--- config.mk ---
export PLATFORM = sky130hd
export DESIGN_NAME = brr_block_sample_decoder
export DESIGN_NICKNAME = d
export VERILOG_FILES = /design/src/hdl/brr_pkg.sv /design/src/hdl/brr_front.sv /design/src/hdl/brr_queue.sv /design/src/hdl/brr_back.sv /design/src/hdl/brr_block_sample_decoder.sv
export SDC_FILE = /design/constraint.sdc
export NUM_CORES = 1
export LEC_CHECK = 0
export ABC_CLOCK_PERIOD_IN_PS = 12500
export BUFFER_PORTS_ARGS = -buffer_cell sky130_fd_sc_hd__buf_2
export CAP_MARGIN = 0
export CORE_AREA = 4 4 239 241
export DETAILED_ROUTE_END_ITERATION = 8
export DIE_AREA = 0 0 243 245
export HOLD_SLACK_MARGIN = 0.06
export PLACE_DENSITY_LB_ADDON = 0.05
export SLEW_MARGIN = 20
export SYNTH_ARGS = -nofsm -noshare
export SYNTH_HDL_FRONTEND = slang
export SYNTH_SLANG_ARGS = --single-unit
--- constraint.sdc ---
create_clock -name clock -period 12.5 [get_ports clock]
set_input_delay 3.75 -clock clock [delete_from_list [all_inputs] [get_ports clock]]
set_output_delay 3.75 -clock clock [all_outputs]
set_load 0.03 [all_outputs]
--- src/hdl/brr_pkg.sv ---
`default_nettype none

package brr_pkg;

   localparam int unsigned HeaderWidth  = 8;
   localparam int unsigned PayloadWidth = 64;
   localparam int unsigned SampleWidth  = 16;
   localparam int unsigned HistWidth    = 15;
   localparam int unsigned CalcWidth    = 20;

   localparam logic [3:0] RANGE_LIMIT = 4'd13;
   localparam logic [3:0] LAST_INDEX  = 4'd15;

   typedef enum logic [1:0] {
      FLT_NONE  = 2'd0,
      FLT_ONE   = 2'd1,
      FLT_TWO   = 2'd2,
      FLT_THREE = 2'd3
   } brr_filter_type;

   typedef struct packed {
      logic                    start;
      logic [3:0]              shift_range;
      brr_filter_type          filter;
      logic                    end_flag;
      logic [PayloadWidth-1:0] payload;
   } brr_entry_type;

endpackage

`default_nettype wire

--- src/hdl/brr_front.sv ---
`default_nettype none

module brr_front (
   input  wire logic                  clock,
   input  wire logic                  reset,
   input  wire logic                  req_tvalid,
   output logic                       req_tready,
   input  wire logic [71:0]           req_tdata,
   input  wire logic                  req_tuser,
   input  wire logic                  queue_full,
   output logic                       push,
   output brr_pkg::brr_entry_type     push_entry
);
   import brr_pkg::*;

   logic ended_ff;
   logic ended_in;
   logic still_ended;
   logic accept;

   // A start word reopens the stream; otherwise words after an end word are dropped.
   always_comb begin
      req_tready  = !queue_full;
      accept      = req_tvalid && req_tready;
      still_ended = ended_ff && !req_tuser;
      push        = accept && !still_ended;

      push_entry.start       = req_tuser;
      push_entry.shift_range = req_tdata[7:4];
      push_entry.filter      = brr_filter_type'(req_tdata[3:2]);
      push_entry.end_flag    = req_tdata[0];
      push_entry.payload     = req_tdata[71:8];

      ended_in = ended_ff;
      if (accept) begin
         ended_in = still_ended || req_tdata[0];
      end
   end

   always_ff @(posedge clock) begin
      if (reset) begin
         ended_ff <= 1'b0;
      end else begin
         ended_ff <= ended_in;
      end
   end

endmodule

`default_nettype wire

--- src/hdl/brr_queue.sv ---
`default_nettype none

module brr_queue #(
   parameter int unsigned DEPTH = 2
) (
   input  wire logic                  clock,
   input  wire logic                  reset,
   input  wire logic                  push,
   input  wire brr_pkg::brr_entry_type push_entry,
   output logic                       full,
   input  wire logic                  pop,
   output logic                       head_valid,
   output brr_pkg::brr_entry_type     head_entry
);
   import brr_pkg::*;

   localparam int unsigned PtrWidth   = (DEPTH > 1) ? $clog2(DEPTH) : 1;
   localparam int unsigned CountWidth = $clog2(DEPTH + 1);
   localparam logic [PtrWidth-1:0]   PtrLast = PtrWidth'(DEPTH - 1);
   localparam logic [CountWidth-1:0] CountFull = CountWidth'(DEPTH);

   brr_entry_type         slot_ff [DEPTH];
   logic [PtrWidth-1:0]   wr_ptr_ff;
   logic [PtrWidth-1:0]   wr_ptr_in;
   logic [PtrWidth-1:0]   rd_ptr_ff;
   logic [PtrWidth-1:0]   rd_ptr_in;
   logic [CountWidth-1:0] count_ff;
   logic [CountWidth-1:0] count_in;
   logic                  do_push;
   logic                  do_pop;

   always_comb begin
      full       = (count_ff == CountFull);
      head_valid = (count_ff != '0);
      head_entry = slot_ff[rd_ptr_ff];
      do_push    = push && !full;
      do_pop     = pop && head_valid;

      wr_ptr_in = wr_ptr_ff;
      if (do_push) begin
         wr_ptr_in = (wr_ptr_ff == PtrLast) ? '0 : wr_ptr_ff + 1'b1;
      end
      rd_ptr_in = rd_ptr_ff;
      if (do_pop) begin
         rd_ptr_in = (rd_ptr_ff == PtrLast) ? '0 : rd_ptr_ff + 1'b1;
      end
      count_in = count_ff;
      if (do_push && !do_pop) begin
         count_in = count_ff + 1'b1;
      end else if (do_pop && !do_push) begin
         count_in = count_ff - 1'b1;
      end
   end

   always_ff @(posedge clock) begin
      if (do_push) begin
         slot_ff[wr_ptr_ff] <= push_entry;
      end
   end

   always_ff @(posedge clock) begin
      if (reset) begin
         wr_ptr_ff <= '0;
         rd_ptr_ff <= '0;
         count_ff  <= '0;
      end else begin
         wr_ptr_ff <= wr_ptr_in;
         rd_ptr_ff <= rd_ptr_in;
         count_ff  <= count_in;
      end
   end

endmodule

`default_nettype wire

--- src/hdl/brr_back.sv ---
`default_nettype none

module brr_back (
   input  wire logic                   clock,
   input  wire logic                   reset,
   input  wire logic                   head_valid,
   input  wire brr_pkg::brr_entry_type head_entry,
   output logic                        pop,
   output logic                        rsp_tvalid,
   input  wire logic                   rsp_tready,
   output logic [15:0]                 rsp_tdata,
   output logic                        rsp_tlast,
   output logic                        rsp_tuser
);
   import brr_pkg::*;

   logic [3:0]                   index_ff;
   logic [3:0]                   index_in;
   logic signed [HistWidth-1:0]  newer_ff;
   logic signed [HistWidth-1:0]  newer_in;
   logic signed [HistWidth-1:0]  older_ff;
   logic signed [HistWidth-1:0]  older_in;
   logic                         valid_ff;
   logic                         valid_in;
   logic [SampleWidth-1:0]       sample_ff;
   logic [SampleWidth-1:0]       sample_in;
   logic                         last_ff;
   logic                         last_in;
   logic                         ended_ff;
   logic                         ended_in;

   logic                         step;
   logic                         clear_hist;
   logic [5:0]                   nib_pos;
   logic [3:0]                   nib;
   logic signed [16:0]           nib_ext;
   logic signed [16:0]           scaled;
   logic signed [CalcWidth-1:0]  base;
   logic signed [CalcWidth-1:0]  s1;
   logic signed [CalcWidth-1:0]  s2;
   logic signed [CalcWidth-1:0]  pred;
   logic signed [CalcWidth-1:0]  total;
   logic signed [SampleWidth-1:0] clamped;
   logic signed [HistWidth-1:0]  wrapped;

   always_comb begin
      step       = head_valid && (!valid_ff || rsp_tready);
      pop        = step && (index_ff == LAST_INDEX);
      clear_hist = head_entry.start && (index_ff == '0);

      // The high nibble of each byte comes first.
      nib_pos = {index_ff[3:1], ~index_ff[0], 2'b00};
      nib     = head_entry.payload[nib_pos +: 4];
      nib_ext = {{13{nib[3]}}, nib};
      scaled  = (nib_ext <<< head_entry.shift_range) >>> 1;
      if (head_entry.shift_range < RANGE_LIMIT) begin
         base = CalcWidth'(scaled);
      end else begin
         base = nib[3] ? -20'sd2048 : 20'sd0;
      end

      s1 = clear_hist ? '0 : CalcWidth'(newer_ff);
      s2 = clear_hist ? '0 : CalcWidth'(older_ff);

      case (head_entry.filter)
         FLT_NONE:  pred = '0;
         FLT_ONE:   pred = s1 + ((-s1) >>> 4);
         FLT_TWO:   pred = (s1 <<< 1) + ((s1 * -20'sd3) >>> 5) - s2 + (s2 >>> 4);
         FLT_THREE: pred = (s1 <<< 1) + ((s1 * -20'sd13) >>> 6) - s2 + ((s2 * 20'sd3) >>> 4);
         default:   pred = '0;
      endcase

      total = base + pred;
      if (total < -20'sd32768) begin
         clamped = -16'sd32768;
      end else if (total > 20'sd32767) begin
         clamped = 16'sd32767;
      end else begin
         clamped = total[SampleWidth-1:0];
      end
      wrapped = clamped[HistWidth-1:0];

      index_in  = index_ff;
      newer_in  = newer_ff;
      older_in  = older_ff;
      sample_in = sample_ff;
      last_in   = last_ff;
      ended_in  = ended_ff;
      valid_in  = valid_ff && !rsp_tready;
      if (step) begin
         index_in  = index_ff + 1'b1;
         older_in  = s1[HistWidth-1:0];
         newer_in  = wrapped;
         sample_in = {wrapped, 1'b0};
         last_in   = (index_ff == LAST_INDEX);
         ended_in  = head_entry.end_flag;
         valid_in  = 1'b1;
      end

      rsp_tvalid = valid_ff;
      rsp_tdata  = sample_ff;
      rsp_tlast  = last_ff;
      rsp_tuser  = ended_ff;
   end

   always_ff @(posedge clock) begin
      sample_ff <= sample_in;
      last_ff   <= last_in;
      ended_ff  <= ended_in;
   end

   always_ff @(posedge clock) begin
      if (reset) begin
         index_ff <= '0;
         newer_ff <= '0;
         older_ff <= '0;
         valid_ff <= 1'b0;
      end else begin
         index_ff <= index_in;
         newer_ff <= newer_in;
         older_ff <= older_in;
         valid_ff <= valid_in;
      end
   end

endmodule

`default_nettype wire

--- src/hdl/brr_block_sample_decoder.sv ---
`default_nettype none

// Decodes one 9-byte BRR block per input word into sixteen signed 16-bit PCM
// samples, high nibble of each payload byte first. The decode unit produces one
// sample per cycle while the output is not stalled, and blocks stream back to
// back at that rate; the input side keeps accepting into a small block queue
// while samples wait on the output. A word with the start flag clears the
// two-sample history; after a block with the end bit, blocks are dropped without
// output until the next start. An accepted block is first written into the
// queue, and its first sample then goes through the registered output stage.
module brr_block_sample_decoder #(
   parameter int unsigned QUEUE_DEPTH = 2
) (
   input  wire logic        clock,
   input  wire logic        reset,
   input  wire logic        req_tvalid,
   output logic             req_tready,
   input  wire logic [71:0] req_tdata,   // block_header[7:0], payload_front[39:8], payload_back[71:40]
   input  wire logic        req_tuser,   // start_stream
   output logic             rsp_tvalid,
   input  wire logic        rsp_tready,
   output logic [15:0]      rsp_tdata,   // pcm_sample[15:0]
   output logic             rsp_tlast,
   output logic             rsp_tuser    // stream_ended
);
   import brr_pkg::*;

   logic          push;
   brr_entry_type push_entry;
   logic          queue_full;
   logic          pop;
   logic          head_valid;
   brr_entry_type head_entry;

   brr_front u_front (
      .clock      (clock),
      .reset      (reset),
      .req_tvalid (req_tvalid),
      .req_tready (req_tready),
      .req_tdata  (req_tdata),
      .req_tuser  (req_tuser),
      .queue_full (queue_full),
      .push       (push),
      .push_entry (push_entry)
   );

   brr_queue #(
      .DEPTH (QUEUE_DEPTH)
   ) u_queue (
      .clock      (clock),
      .reset      (reset),
      .push       (push),
      .push_entry (push_entry),
      .full       (queue_full),
      .pop        (pop),
      .head_valid (head_valid),
      .head_entry (head_entry)
   );

   brr_back u_back (
      .clock      (clock),
      .reset      (reset),
      .head_valid (head_valid),
      .head_entry (head_entry),
      .pop        (pop),
      .rsp_tvalid (rsp_tvalid),
      .rsp_tready (rsp_tready),
      .rsp_tdata  (rsp_tdata),
      .rsp_tlast  (rsp_tlast),
      .rsp_tuser  (rsp_tuser)
   );

endmodule

`default_nettype wire

==> flow_summary.toml, run 1 <==
[global_routing]
antenna_found_initial = 0
grt_max_degree = 59
grt_pass1_vias = 12300
grt_usage = 0.157
grt_pass1_wl_microns = 73000
overflow = 0

[clock_tree]
clk_pin_slew_ps = 60
cts_setup_buffers = 0
cts_buffers = 26
cts_resized = 0
clock_path_buffers = 3
hold_buffers = 0
cts_sinks = 202
insertion_delay_ps = 560
cts_tree = "yes"
htreeDepth = 1
root_buffer = "clkbuf_16"

[synthesis]
ys_types = 85
avgSynthCellArea_sq_um = 10.5
ys_async_sr_fraction = 0
synth_edf_count = 161
yosysTopAreaCell = "edfxtp_1"
yosysWarnings = 0
yosysSeqAreaShare = 0.346
syn_area_sq_mm = 0.0164
synth_flop_cell = "edfxtp_1"
ys_ff_latch = 202
yosys.area.top_type_share = 0.296
syn_inst = 1552
syn-num-nets = 1881
synth_area_leaders = "edfxtp_1 (30%), ha_1 (14%), fa_1 (8.7%)"

[cells_and_area]
antennaDiodeCount = 0
final_common_cell = "ha_1"
final_cell_mix = "ha_1 (181), edfxtp_1 (161), inv_1 (155)"
nNetsFinal = 1986
drive_gt1_frac = 0.149
syn2layout_area_growth_pct = 13.7

[floorplan]
start_util = 0.298
fp.dieH_microns = 245
row_count = 86
core_area_sq_mm = 0.0549
io-pin-count = 97
die_w_microns = 243
die_area_sq_mm = 0.0595

[setup_path]
worstSetupPathType = "reg2reg"
path_delay_family = "compound AO/OA/AOI/OAI gates"
crit_arrival_ps = 12000
critPathMostFrequentCell = "ha_1"
slowest_stage = "or3_1"
setup.worst_path.start_class = "flop"
r2r_slack_ps = 970
max_stage_delay_ps = 610
cp.required_ps = 12970
crit_path_end_kind = "flop"
cp_max_fo = 11
worst-path-buf-inv = 4

[run_status]
outcome = "completed"

[sta]
setup_viol = 0
fin_setup_tns_ps = 0
fin_worst_skew_ps = 31.5
tightest_slew_ps = 968
slew_headroom = 0.348
hold_viol_final = 0
timing.final.max_slew_violations = 0
max_freq_mhz = 86.8
finalCritPeriodShare = 0.922
min_period_ps = 11530
grt_setup_unrepaired = "false"

[drt]
dr.pass1.iters = 5
vias_per_cell = 4.87
finalWirelength_microns = 46800
detail_route.wl_per_cell_microns = 19.7
vias = 11600
drt_iter0_markers = 482
antenna_left = 0
post-route-drc-count = 0

[place]
gp_congestion = 0.805
dp_hpwl_microns = 37000
io_buffers = 94

[min_path]
hold_path.class = "reg2reg"

[job]
cap_viol_max_count = 0
[sequential cells by signal, summed over array words and instances (netlist names), named ones only]
| name | flops |
|---|---|
| u_back.index_ff | 4 |
| u_back.newer_ff | 15 |
| u_back.older_ff | 15 |
| u_back.rsp_tdata | 15 |
| u_back.rsp_tlast | 1 |
| u_back.rsp_tuser | 1 |
| u_back.rsp_tvalid | 1 |
| u_front.ended_ff | 1 |
| u_queue.count_ff | 2 |
| u_queue.rd_ptr_ff | 1 |
| u_queue.slot_ff | 144 |
| u_queue.wr_ptr_ff | 1 |
[tightest hold or removal path, stage by stage, from the launching register on]
cell and delay [ps]:
dfxtp_1 310, nand2_1 50, a21oi_1 50
[final timing paths]
| path | start | endpoint | depth (start not counted) |
|---|---|---|---|
| worst max-delay path | u_back.index_ff[0] | u_back.newer_ff[0] | 39 |
| worst min register to register | u_back.older_ff[11] | u_back.older_ff[11] | 2 |
| worst max register to register | u_back.index_ff[0] | u_back.newer_ff[0] | 39 |
| worst min-delay path | u_back.older_ff[11] | u_back.older_ff[11] | 2 |
[synthesized netlist by cell type (19+ instances only)]
cell and count:
ha_1 181, edfxtp_1 161, inv_1 155, nand2_1 126, nor2_1 120, a21oi_1 99, fa_1 71, o21ai_0 60
xnor2_1 57, dfxtp_1 41, xor2_1 39, mux4_2 38, nor3_1 27, nand2b_1 22, a21o_1 21, and2_1 20
mux2i_1 19, o21a_1 19
[kinds of logic after synthesis]
logic type      share of synthesized area
mux                                0.0743
buf+inv                            0.0496
xor+xnor                           0.0524
fa+ha+maj                           0.225
simple gates                        0.115
other cells                      0.000229
flops                               0.346
compound gates                      0.138
[final cells by class]
cell class | count | area, sq um
Clock inverter | 13 | 218
Tap cell | 704 | 881
Sequential cell | 202 | 5660
Timing Repair Buffer | 119 | 658
Fill cell | 5654 | 36300
Clock buffer | 33 | 677
Multi-Input combinational cell | 1151 | 9920
Inverter | 157 | 589
[per-stage QoR]
step,hold WS (ps),cells,util,setup WS (ps),instance area [sq um]
2_1_floorplan,437,1552,-,2050,16400
3_3_place_gp,442,2333,0.323,893,17700
3_5_place_dp,451,2333,0.323,849,17700
4_1_cts,458,2379,0.339,812,18600
5_1_grt,485,2379,0.339,166,18600
6_report,454,2379,0.339,973,18600
[routing by layer]
layer	GRT usage	wire length, microns
met1	0.206	21400
met2	0.277	22800
met3	0.0249	1700
met4	0.0294	838
met5	0	0
Power of run 1 is not shown: default switching activity piles up to over one toggle a cycle in this logic, so the estimate is an artifact.
==> run 2: changes to the inputs <==
--- a/config.mk
+++ b/config.mk
@@ -8,12 +8,13 @@
 export ABC_CLOCK_PERIOD_IN_PS = 12500
 export BUFFER_PORTS_ARGS = -buffer_cell sky130_fd_sc_hd__buf_2
 export CAP_MARGIN = 0
-export CORE_AREA = 4 4 239 241
+export CORE_AREA = 4 4 245 247
 export DETAILED_ROUTE_END_ITERATION = 8
-export DIE_AREA = 0 0 243 245
+export DIE_AREA = 0 0 249 251
 export HOLD_SLACK_MARGIN = 0.06
 export PLACE_DENSITY_LB_ADDON = 0.05
 export SLEW_MARGIN = 20
 export SYNTH_ARGS = -nofsm -noshare
 export SYNTH_HDL_FRONTEND = slang
+export SYNTH_HIERARCHICAL = 1
 export SYNTH_SLANG_ARGS = --single-unit
==> flow_summary.toml, run 2 <==
[sta]
max_freq_mhz = 92.2
min_period_ps = 10850
slew_headroom = 0.341
timing.final.max_slew_violations = 0
grt_setup_unrepaired = "false"
hold_viol_final = 0
setup_viol = 0
tightest_slew_ps = 984
fin_worst_skew_ps = 14.3
finalCritPeriodShare = 0.868
fin_setup_tns_ps = 0

[global_routing]
antenna_found_initial = 1
grt_pass1_vias = 12900
grt_usage = 0.152
grt_max_degree = 64
overflow = 0
grt_pass1_wl_microns = 75300

[drt]
dr.pass1.iters = 4
post-route-drc-count = 0
finalWirelength_microns = 48300
antenna_left = 0
vias = 12400
detail_route.wl_per_cell_microns = 18.7
vias_per_cell = 4.80
drt_iter0_markers = 569

[clock_tree]
insertion_delay_ps = 560
cts_resized = 0
clk_pin_slew_ps = 60
cts_setup_buffers = 0
cts_tree = "yes"
hold_buffers = 0
root_buffer = "clkbuf_16"
cts_sinks = 202
htreeDepth = 1
cts_buffers = 27
clock_path_buffers = 3

[setup_path]
worstSetupPathType = "reg2reg"
slowest_stage = "a21boi_0"
critPathMostFrequentCell = "ha_1"
max_stage_delay_ps = 620
crit_path_end_kind = "flop"
r2r_end = "u_back/newer_ff[2]"
rr_worst_depth = 38
worst-path-buf-inv = 4
path_depth = 38
path_delay_family = "compound AO/OA/AOI/OAI gates"
cp_max_fo = 34
r2r_slack_ps = 1650
setup.worst_path.start_class = "flop"
crit_arrival_ps = 11330
cp.required_ps = 12980

[synthesis]
yosysTopAreaCell = "edfxtp_1"
synth_commonest_cells = "nor2_1 (185), ha_1 (182), inv_1 (175)"
avgSynthCellArea_sq_um = 9.72
synth_flop_cell = "edfxtp_1"
yosysWarnings = 6
yosysMostFrequentCell = "nor2_1"
yosysSeqAreaShare = 0.328
yosys.area.top_type_share = 0.280
syn-num-nets = 2094
ys_types = 82
synth_area_leaders = "edfxtp_1 (28%), ha_1 (13%), fa_1 (6.8%)"
ys_async_sr_fraction = 0
ys_ff_latch = 202
syn_area_sq_mm = 0.0173
syn_inst = 1776
synth_edf_count = 161

[floorplan]
die_w_microns = 249
core_area_sq_mm = 0.0576
die_area_sq_mm = 0.0625
fp.dieH_microns = 251
io-pin-count = 97
row_count = 88
start_util = 0.300

[cells_and_area]
nFillCells = 5954
final_common_cell = "nor2_1"
largest_reg_flops = 144
final_cell_mix = "nor2_1 (185), ha_1 (182), inv_1 (174)"
drive_gt1_frac = 0.164
syn2layout_area_growth_pct = 10.3
regMostFlops = "u_queue/slot_ff"
nNetsFinal = 2114
antennaDiodeCount = 0

[place]
io_buffers = 94
gp_congestion = 0.848
dp_hpwl_microns = 36900

[job]
cap_viol_max_count = 0

[min_path]
min_path_cells = 2
hold_path.class = "reg2reg"
hold_path_end = "u_back/older_ff[12]"
min_from = "u_back/older_ff[12]"

[run_status]
outcome = "completed"
-- run 2: cell types whose count changed after synthesis, moves of 12 or more --
cell	before	now
mux2i_1	19	7
mux2_2	9	79
xnor2_1	57	69
nor2_1	120	185
inv_1	155	175
nor3_1	27	45
clkbuf_1	18	39
buf_4	5	77
fa_1	71	59
mux4_2	38	17
xor2_1	39	54
-- run 2: area by class of cell --
type | count | area, sq um | area share
Clock buffer | 34 | 712 | 0.0374
Clock inverter | 15 | 200 | 0.0105
Inverter | 177 | 664 | 0.0349
Multi-Input combinational cell | 1265 | 10200 | 0.534
Sequential cell | 202 | 5660 | 0.297
Tap cell | 765 | 957 | 0.0503
Timing Repair Buffer | 123 | 688 | 0.0361
-- run 2: stage by stage --
stage | instance area [sq um] | setup WS [ps] | std cells | hold slack (ps) | util
2_1_floorplan | 17300 | 2430 | 1776 | 450 | -
3_3_place_gp | 18100 | 1490 | 2532 | 456 | 0.315
3_5_place_dp | 18100 | 1510 | 2532 | 470 | 0.315
4_1_cts | 19000 | 1450 | 2581 | 484 | 0.331
5_1_grt | 19000 | 705 | 2581 | 504 | 0.331
6_report | 19000 | 1650 | 2581 | 487 | 0.331
-- run 2: worst min-delay path: cells and delay by family (launching register included) --
kind               cells  cell delay, ps
AOI/OAI and AO/OA      1              60
DFF                    1             320
and+or+nand+nor        1              70
-- run 2: worst max path at each step --
| stage | to | slack [ps] |
|---|---|---|
| after floorplan | u_back/rsp_tdata[10] | 2430 |
| after global placement | u_back/newer_ff[4] | 1490 |
| after detailed placement | u_back/newer_ff[2] | 1510 |
| after CTS | u_back/newer_ff[2] | 1450 |
| after global routing | u_back/newer_ff[2] | 710 |
| final | u_back/newer_ff[2] | 1650 |
-- run 2: logic make-up (layout without fill, tap and decap cells) --
family | after synthesis | after routing | share of synthesized area
simple gates | 477 | 477 | 0.126
compound gates | 319 | 319 | 0.119
buf+inv | 309 | 349 | 0.0858
fa+ha+maj | 242 | 242 | 0.201
flops | 202 | 202 | 0.328
xor+xnor | 123 | 123 | 0.0624
mux | 103 | 103 | 0.0778
other cells | 1 | 1 | 0.000217
-- run 2: layer usage --
layer	wire length, microns	part of all wire	global-route usage	vias up
met5	13	0.00027	0	-
met1	22600	0.47	0.205	6003
met4	865	0.018	0.0308	2
met3	1420	0.029	0.0189	57
li1	-	-	-	6182
met2	23400	0.48	0.265	140
Power of run 2 is left out for the same reason.
